[config.mk]
export PLATFORM = sky130hd
export DESIGN_NAME = pbnm_ctrl
export DESIGN_NICKNAME = d
export VERILOG_FILES = /design/src/rtl/pbnm_pkg.sv /design/src/rtl/pbnm_ctrl.sv
export SDC_FILE = /design/constraint.sdc
export NUM_CORES = 1
export LEC_CHECK = 0
export ABC_CLOCK_PERIOD_IN_PS = 1200
export BUFFER_PORTS_ARGS = -buffer_cell sky130_fd_sc_hd__buf_2
export CAP_MARGIN = 20
export CORE_AREA = 2 2 39 41
export DETAILED_ROUTE_END_ITERATION = 7
export DIE_AREA = 0 0 41 43
export GPL_ROUTABILITY_DRIVEN = 1
export MAX_ROUTING_LAYER = met4
export SYNTH_ARGS = -nofsm -noshare
export SYNTH_HDL_FRONTEND = slang
export SYNTH_SLANG_ARGS = --single-unit
export TNS_END_PERCENT = 5
[constraint.sdc]
create_clock -name clk -period 1.2 [get_ports clk]
set_input_delay 0.24 -clock clk [delete_from_list [all_inputs] [get_ports clk]]
set_output_delay 0.24 -clock clk [all_outputs]
set_load 0.01 [all_outputs]
[src/rtl/pbnm_pkg.sv]
// Shared types, constants and helpers for the palette build and nearest match core.
package pbnm_pkg;

  // Channel, color and distance widths.
  localparam int CH_W   = 8;
  localparam int RGB_W  = 3 * CH_W;
  localparam int DIST_W = 10;

  // Largest Manhattan distance between two RGB888 colors; it never counts as a match.
  localparam logic [DIST_W-1:0] MAX_DIST = 10'(3 * 255);

  // Request kinds carried on the input tuser.
  localparam logic CMD_INSERT = 1'b0;
  localparam logic CMD_LOOKUP = 1'b1;

  // Result status carried on the output tuser.
  typedef enum logic [1:0] {
    ST_ADDED   = 2'd0,
    ST_PRESENT = 2'd1,
    ST_FULL    = 2'd2,
    ST_LOOKUP  = 2'd3
  } status_t;

  // Controller states.
  typedef enum logic [1:0] {
    S_IDLE,
    S_SCAN,
    S_FLUSH,
    S_FINISH
  } state_t;

  // Commands from the controller to the datapath.
  typedef struct packed {
    logic load;
    logic issue;
    logic finish;
  } ctrl_cmd_t;

  // Status from the datapath to the controller.
  typedef struct packed {
    logic cnt_zero;
    logic addr_last;
    logic out_free;
  } ctrl_sts_t;

  // Absolute difference of two channel values.
  function automatic logic [CH_W-1:0] absdiff(input logic [CH_W-1:0] a,
                                              input logic [CH_W-1:0] b);
    return (a > b) ? (a - b) : (b - a);
  endfunction

endpackage

[src/rtl/pbnm_ctrl.sv]
// Controller state machine that sequences the palette scan for one request.
module pbnm_ctrl (
  input  logic                  clk,
  input  logic                  rst,
  input  logic                  in_valid,
  output logic                  in_ready,
  input  pbnm_pkg::ctrl_sts_t   sts,
  output pbnm_pkg::ctrl_cmd_t   ctl
);
  import pbnm_pkg::*;

  state_t state;
  state_t state_next;

  // State register.
  always_ff @(posedge clk) begin
    if (rst) begin
      state <= S_IDLE;
    end else begin
      state <= state_next;
    end
  end

  // Next state and command decode.
  always_comb begin
    state_next = state;
    in_ready   = 1'b0;
    ctl        = '0;
    unique case (state)
      S_IDLE: begin
        in_ready = 1'b1;
        if (in_valid) begin
          ctl.load   = 1'b1;
          state_next = S_SCAN;
        end
      end
      S_SCAN: begin
        // An empty palette has nothing to read.
        if (sts.cnt_zero) begin
          state_next = S_FINISH;
        end else begin
          ctl.issue = 1'b1;
          if (sts.addr_last) begin
            state_next = S_FLUSH;
          end
        end
      end
      S_FLUSH: begin
        // The last read word is compared during this cycle.
        state_next = S_FINISH;
      end
      S_FINISH: begin
        if (sts.out_free) begin
          ctl.finish = 1'b1;
          state_next = S_IDLE;
        end
      end
      default: begin
        state_next = S_IDLE;
      end
    endcase
  end

endmodule

==> results of run 1 <==
synthesized netlist by cell type:
| library cell | number |
|---|---|
| ha_1 | 3 |
| a21oi_1 | 2 |
| and2_1 | 2 |
| dfxtp_1 | 2 |
| inv_1 | 2 |
| nand2b_1 | 2 |
| a311oi_2 | 1 |
| a31o_1 | 1 |
| a31oi_1 | 1 |
| and3_4 | 1 |
| nand3_1 | 1 |
| nand4_1 | 1 |
| nor2b_1 | 1 |
| or3b_4 | 1 |
metal layers:
| layer | up-vias | global-route usage [%] | wire length [um] | share of wire, % |
|---|---|---|---|---|
| li1 | 107 | - | - | - |
| met1 | 91 | 10.2 | 202 | 42 |
| met2 | 9 | 9.69 | 240 | 50 |
| met3 | 0 | 6.28 | 40 | 8.3 |
| met4 | 0 | 4.00 | 0 | 0 |
| met5 | - | - | 0 | 0 |
layout make-up:
type,instances,share of cell area (%)
Inverter,2,2.08
Sequential cell,2,12.5
Tap cell,16,5.54
Multi-Input combinational cell,17,50.5
Timing Repair Buffer,12,23.2
Clock buffer,3,6.23
cells by family (layout without fill, tap and decap cells):
| family | count (synthesis) | in the layout | share of synthesized area [%] |
|---|---|---|---|
| simple gates | 9 | 9 | 34.2 |
| compound gates | 5 | 5 | 21.1 |
| fa+ha+maj | 3 | 3 | 19.7 |
| flops | 2 | 2 | 21.1 |
| buf+inv | 2 | 17 | 3.95 |
cell usage in the layout (no fill, tap or decap), types with 2 or more instances in the layout:
cell,instances
ha_4,3
clkbuf_4,3
buf_4,2
a21oi_1,2
nand2b_1,2
buf_2,7
buf_6,3
power groups by stage:
stage	Sequential (mW)	Clock (mW)	Combinational, mW
6_report	0.170	0.150	0.634
2_1_floorplan	0.149	0	0.307
3_3_place_gp	0.151	0	0.457
5_1_grt	0.181	0.162	0.700
3_5_place_dp	0.155	0	0.457
4_1_cts	0.168	0.156	0.643
worst max-delay path by stage:
stage	depth (start not counted)	end	start
2_1_floorplan	5	state[0]	state[1]
3_3_place_gp	4	state[0]	state[0]
3_5_place_dp	4	state[0]	state[0]
4_1_cts	5	state[0]	state[1]
5_1_grt	5	state[0]	state[1]
6_report	4	state[0]	state[0]
repair_timing:
action                     4_1_cts  5_1_grt
buffers inserted                 1        0
gates resized for setup          9        0
setup endpoints to repair        6        6
hold buffers                     0        0
==> impl_metrics.toml, run 1 <==
[run_status]
status = "finished with violations"
violations = "negative setup slack"

[min_path]
worstHoldStart = "rst"
holdPathStages = 2
whs_endpoint = "state[1]"
hp-class = "in -> reg"

[cells_and_area]
reg_top3 = "state (2)"
diodes = 0
area_growth_pct = 90.1
utilization_pct = 26.1
regMostFlops = "state"
largest_reg_flops = 2
multiInputGateArea_um2 = 183
fill_cells = 151
seqCellArea_um2 = 45.0
instances_no_fill = 52
drive_gt1_share_pct = 69.4
final_cell_area_um2 = 362
final_nets = 47

[yosys]
synth_top_area_share_pct = 21.1
synth_area_leaders = "dfxtp_1 21%, ha_1 20%, a311oi_2 7.9%"
seq_area_frac_synth_pct = 21.1
yosysWarnings = 0
synth_seq_cells = 2
syn_area_um2 = 190
synth_cell_types = 14
avgSynthCellArea_um2 = 9.06
synthesis.instances = 21
syn-num-nets = 30
synth_area_leader_cell = "dfxtp_1"

[power]
power.density_mw_per_mm2 = 2640
p_sw_mw = 0.354
power.total_mw = 0.953
internal-power_mw = 0.599
p_leak_nw = 0.151
p_clk_share_pct = 15.7
sequentialPowerShare_pct = 17.8
swShare_pct = 37.1
combPwrFrac_pct = 66.5
vdd_drop_max_mv = 0.635

[sta]
setup_tns_ps = -619
fmax_mhz = 732
setup_ws_ps = -165
hold_slack_ps = 194
finalCriticalPeriod_ps = 1370
worstMarginPinSlew_ps = 196
grt_setup_unrepaired = "yes"
final.period_utilization_pct = 114
relSlewSlack_pct = 86.9
finClkSkew_ps = 5.92
drv_slew = 0
hold_viol = 0
setup_violations = 6

[critical_path]
cp_top_family = "simple AND/OR/NAND/NOR gates"
cp_data_arrival_time_ps = 1490
crit_path_end_kind = "flip-flop"
critPathMaxStageDelay_ps = 390
crit_buf_inv = 0
reg2reg_to = "state[0]"
path_cells = "ha_4, or3b_4, and3_4, a311oi_2"
rr_startpoint = "state[0]"
crit_path_start_kind = "flip-flop"
critPathSlowestCell = "or3b_4"
crit_path_max_fanout = 5
reg2reg_slack_ps = -170
crit_type = "reg -> reg"
required_ps = 1320
rr_worst_depth = 4

[global_route]
grt_pass1_vias = 207
grt_pass1_wl_um = 910
grt_use_total_pct = 8.31
antenna_found_initial = 0
grt-ovfl-total = 0
grt_max_degree = 6

[placement]
hpwl_um = 361
port_buffers = 9
placed_cell_area_um2 = 285
post-place-cells = 48
preCtsSetupSlack_ps = -153
place_congestion = 0.779

[detailed_routing]
drc = 0
drt-total-wl_um = 483
vias_per_cell = 3.98
drt_iter0_markers = 2
ant_nets = 0
vias = 207
avgRoutedWirePerCell_um = 9.29
firstDrtPassIters = 2

[floorplan]
start_util_pct = 13.7
die_h_um = 43
die_area_mm2 = 0.00176
die_w_um = 41
ioPinCount = 10
core-area_mm2 = 0.00138
num_rows = 14

[clocking]
clkSinkCount = 2
cts-htree-levels = 1
cts_root_buf = "clkbuf_4"
insertion_delay_ps = 230
clk_pin_slew_worst_paths_ps = 30
clockBufferDepth = 2
tritoncts.num_buffers = 3
cts_tree = "built"

[job]
drv_cap = 0
(Power assumes the default switching activity.)
==> run 2, diff against run 1 <==
--- a/config.mk
+++ b/config.mk
@@ -9,6 +9,7 @@
 export BUFFER_PORTS_ARGS = -buffer_cell sky130_fd_sc_hd__buf_2
 export CAP_MARGIN = 20
 export CORE_AREA = 2 2 39 41
+export CTS_BUF_LIST = sky130_fd_sc_hd__clkbuf_8
 export DETAILED_ROUTE_END_ITERATION = 7
 export DIE_AREA = 0 0 41 43
 export GPL_ROUTABILITY_DRIVEN = 1
==> run 2 against run 1 <==
- the flow still finishes with violations (negative setup slack)
- cell count unchanged
- wire length down 1.7%
- highest routed layer unchanged
- utilization up 1.4 points
- maximum frequency down 0.23%
- largest power group unchanged
- sequential power about the same
- critical path depth unchanged
- die area unchanged
- clock power up 74%
- global-route usage unchanged
- design area up 5.2%
- setup slack worse by 3.1 ps
==> impl_metrics.toml, run 2 (synthesis results as in run 1) <==
[clocking]
cts_root_buf = "clkbuf_8"
insertion_delay_ps = 210
hold_buffers = 0
tritoncts.num_buffers = 3
cts-htree-levels = 1
clk_pin_slew_worst_paths_ps = 30
cts_tree = "built"
clkSinkCount = 2
clockBufferDepth = 2

[placement]
hpwl_um = 361
preCtsSetupSlack_ps = -153
place_congestion = 0.779
post-place-cells = 48
port_buffers = 9

[detailed_routing]
drc = 0
vias = 205
drt_iter0_markers = 2
firstDrtPassIters = 2
drt-total-wl_um = 475
vias_per_cell = 3.94
ant_nets = 0
avgRoutedWirePerCell_um = 9.13

[floorplan]
die_area_mm2 = 0.00176
start_util_pct = 13.7
core-area_mm2 = 0.00138
num_rows = 14
die_w_um = 41
die_h_um = 43
ioPinCount = 10

[critical_path]
crit_path_end_kind = "flip-flop"
crit_path_start_kind = "flip-flop"
cp_data_arrival_time_ps = 1470
crit_path_max_fanout = 5
crit_type = "reg -> reg"
required_ps = 1310

[cells_and_area]
reg_top3 = "state (2)"
diodes = 0
fill_cells = 150
regMostFlops = "state"
drive_gt1_share_pct = 69.4
final_nets = 47
area_growth_pct = 100
largest_reg_flops = 2
mostFrequentLayoutCells = "7 x buf_2, 3 x ha_4, 3 x clkbuf_8, 3 x buf_6"
layout_commonest_cell = "buf_2"
instances_no_fill = 52

[sta]
worstMarginPinSlew_ps = 200
fmax_mhz = 731
final.period_utilization_pct = 114
grt_setup_unrepaired = "yes"
relSlewSlack_pct = 86.7
setup_ws_ps = -169
hold_viol = 0
setup_tns_ps = -543
setup_violations = 6
drv_slew = 0
finalCriticalPeriod_ps = 1370
finClkSkew_ps = 2.52

[run_status]
violations = "negative setup slack"
status = "finished with violations"

[global_route]
grt_pass1_vias = 208
grt_use_total_pct = 8.31
grt_pass1_wl_um = 903
antenna_found_initial = 0
grt_max_degree = 6
grt-ovfl-total = 0

[job]
drv_cap = 0

[power]
p_leak_nw = 0.158
power.density_mw_per_mm2 = 2790
vdd_drop_max_mv = 0.650

[min_path]
hp-class = "in -> reg"
==> run 2: cell count changes in the layout (fill, tap and decap cells not counted) <==
cell and change:
clkbuf_4 -3, clkbuf_8 +3
==> run 2: worst max-delay path, cell delays in order (launching register included) <==
cell and delay, ps:
dfxtp_4 380, ha_4 140, or3b_4 390, and3_4 160, a311oi_2 190
==> run 2: area by class of cell <==
cell class              instances  area, um2  share of cell area [%]
multi-input cells              17        183                    48.0
repair buffers                 12       83.8                    22.0
flip-flops and latches          2       45.0                    11.8
clock buffers                   3       41.3                    10.9
well taps                      16       20.0                    5.26
inverters                       2       7.51                    1.97
==> run 2: path summary, 6_finish.rpt <==
kind / slack, ps / cells past startpoint / endpoint / start
worst max-delay path: -170 / 4 / state[0] / state[0]
worst min-delay path: 210 / 2 / state[1] / rst
worst max register to register: -170 / 4 / state[0] / state[0]
worst min register to register: 580 / 2 / state[0] / state[0]
==> run 2: where the power goes <==
| group | internal [mW] | leakage [nW] | switching [mW] |
|---|---|---|---|
| Combinational | 0.372 | 0.119 | 0.260 |
| Sequential | 0.117 | 0.0175 | 0.0527 |
| Clock | 0.212 | 0.0216 | 0.0491 |
| Total | 0.701 | 0.158 | 0.362 |
==> run 2: metrics by stage <==
stage                     hold WS (ps)  utilization [%]  power, mW  instance area, um2
after floorplan                    300                -      0.456                 205
after global placement             421             20.6      0.608                 285
after detailed placement           427             20.6      0.612                 285
after CTS                          207             27.5       1.08                 380
after global routing               208             27.5       1.15                 380
final                              210             27.5       1.06                 380
==> run 2: repair_timing <==
action                                  in CTS  in global routing
pin swaps                                    0                  0
setup buffers                                1                  0
endpoints found under the setup margin       6                  6
gates resized for setup                      9                  0
==> run 2: routing by layer <==
layer	wire [um]	GRT usage, %
met4	0	4.00
met2	227	9.69
met5	0	-
met1	210	10.2
met3	38	6.28
==> run 3, diff against run 2 <==
--- a/config.mk
+++ b/config.mk
@@ -14,6 +14,7 @@
 export DIE_AREA = 0 0 41 43
 export GPL_ROUTABILITY_DRIVEN = 1
 export MAX_ROUTING_LAYER = met4
+export PLACE_DENSITY = 0.32
 export SYNTH_ARGS = -nofsm -noshare
 export SYNTH_HDL_FRONTEND = slang
 export SYNTH_SLANG_ARGS = --single-unit
==> run 3 against run 2 <==
- the run still ends with negative setup slack left
- utilization decreased by 0.81 points
- sequential power decreased by 11%
- cell count increased by 3.8%
- largest power group unchanged
==> impl_metrics.toml, run 3 (synthesis results as in run 1) <==
[run_status]
status = "finished with violations"
violations = "negative setup slack"

[sta]
setup_violations = 6
hold_viol = 0
finalCriticalPeriod_ps = 1350
setup_ws_ps = -153
drv_slew = 0
final.period_utilization_pct = 113
worstMarginPinSlew_ps = 177
fmax_mhz = 739
grt_setup_unrepaired = "yes"
hold_slack_ps = 208
finClkSkew_ps = 2.03
relSlewSlack_pct = 88.2

[clocking]
cts_root_buf = "clkbuf_8"
clockBufferDepth = 2
cts-htree-levels = 1
hold_buffers = 0
clkSinkCount = 2
postCtsSetupBuffers = 0
clk_pin_slew_worst_paths_ps = 30
insertion_delay_ps = 210
cts_tree = "built"
tritoncts.num_buffers = 3

[detailed_routing]
vias = 210
drt-total-wl_um = 519
drc = 0
ant_nets = 0
vias_per_cell = 3.89
firstDrtPassIters = 4
drt_iter0_markers = 3
avgRoutedWirePerCell_um = 9.61

[cells_and_area]
layout_commonest_cell = "buf_2"
reg_top3 = "state (2)"
diodes = 0
drive_gt1_share_pct = 68.4
area_growth_pct = 94.1
largest_reg_flops = 2
instances_no_fill = 54
mostFrequentLayoutCells = "9 x buf_2, 4 x buf_4, 3 x clkbuf_8"
final_nets = 49
utilization_pct = 26.7
regMostFlops = "state"

[power]
internal-power_mw = 0.660
sequentialPowerShare_pct = 14.8
power.density_mw_per_mm2 = 2770
p_clk_share_pct = 26.3
power.total_mw = 1.02
combPwrFrac_pct = 58.9
p_sw_mw = 0.362
p_leak_nw = 0.163
swShare_pct = 35.4
vdd_drop_max_mv = 0.538

[critical_path]
cp_data_arrival_time_ps = 1110
cp_top_family = "flip-flops"
crit_path_max_fanout = 4
crit_path_end_kind = "primary output"
rr_worst_depth = 5
crit_type = "reg -> out"
crit_buf_inv = 2
cp.depth = 4
critPathSlowestCell = "dfxtp_2"
required_ps = 960
critPathMaxStageDelay_ps = 370
path_cells = "inv_1, ha_4, and2_1, buf_2"
crit_path_start_kind = "flip-flop"

[floorplan]
num_rows = 14
die_h_um = 43
die_w_um = 41
core-area_mm2 = 0.00138
start_util_pct = 13.7
die_area_mm2 = 0.00176
ioPinCount = 10

[min_path]
holdPathStages = 2
hp-class = "in -> reg"

[global_route]
antenna_found_initial = 0
grt_pass1_wl_um = 793
grt_use_total_pct = 7.49
grt_pass1_vias = 210
grt-ovfl-total = 0
grt_max_degree = 5

[placement]
port_buffers = 9
post-place-cells = 51
hpwl_um = 381
place_congestion = 0.718
preCtsSetupSlack_ps = -140

[job]
drv_cap = 0
-- run 3: timing repair --
| action | in CTS | in global routing |
|---|---|---|
| resized for setup | 3 | 1 |
| endpoints found under the setup margin | 6 | 6 |
| pin swaps | 0 | 1 |
-- run 3: path summary, 6_finish.rpt --
kind,start,endpoint,slack [ps]
min,rst,state[1],210
max reg2reg,state[1],state[0],-140
max,state[0],ctl[2],-150
min reg2reg,state[0],state[0],670
-- run 3: through the flow --
step	instance area (um2)	setup TNS (ps)
global placement	308	-294
floorplan	205	-135
CTS	365	-673
finish	369	-594
detailed placement	308	-280
global route	369	-867
-- run 3: power by group through the flow --
stage | combinational [mW] | sequential [mW] | clock [mW]
finish | 0.602 | 0.151 | 0.269
global route | 0.661 | 0.157 | 0.279
CTS | 0.587 | 0.152 | 0.274
detailed placement | 0.522 | 0.152 | 0
global placement | 0.531 | 0.147 | 0
floorplan | 0.307 | 0.149 | 0
-- run 3: area by class of cell --
class	count	area, um2
fillers	153	1010
multi-input cells	17	171
repair buffers	14	86.3
flip-flops and latches	2	42.5
clock buffers	3	41.3
well taps	16	20.0
inverters	2	7.51
-- run 3: metal layers --
metal / wire (um) / GRT usage (%) / up-vias / share of wire, %
li1: - / - / 111 / -
met1: 237 / 7.96 / 89 / 46
met2: 234 / 9.38 / 8 / 45
met3: 29 / 1.57 / 2 / 5.6
met4: 18 / 10.0 / 0 / 3.5
met5: 0 / - / - / 0
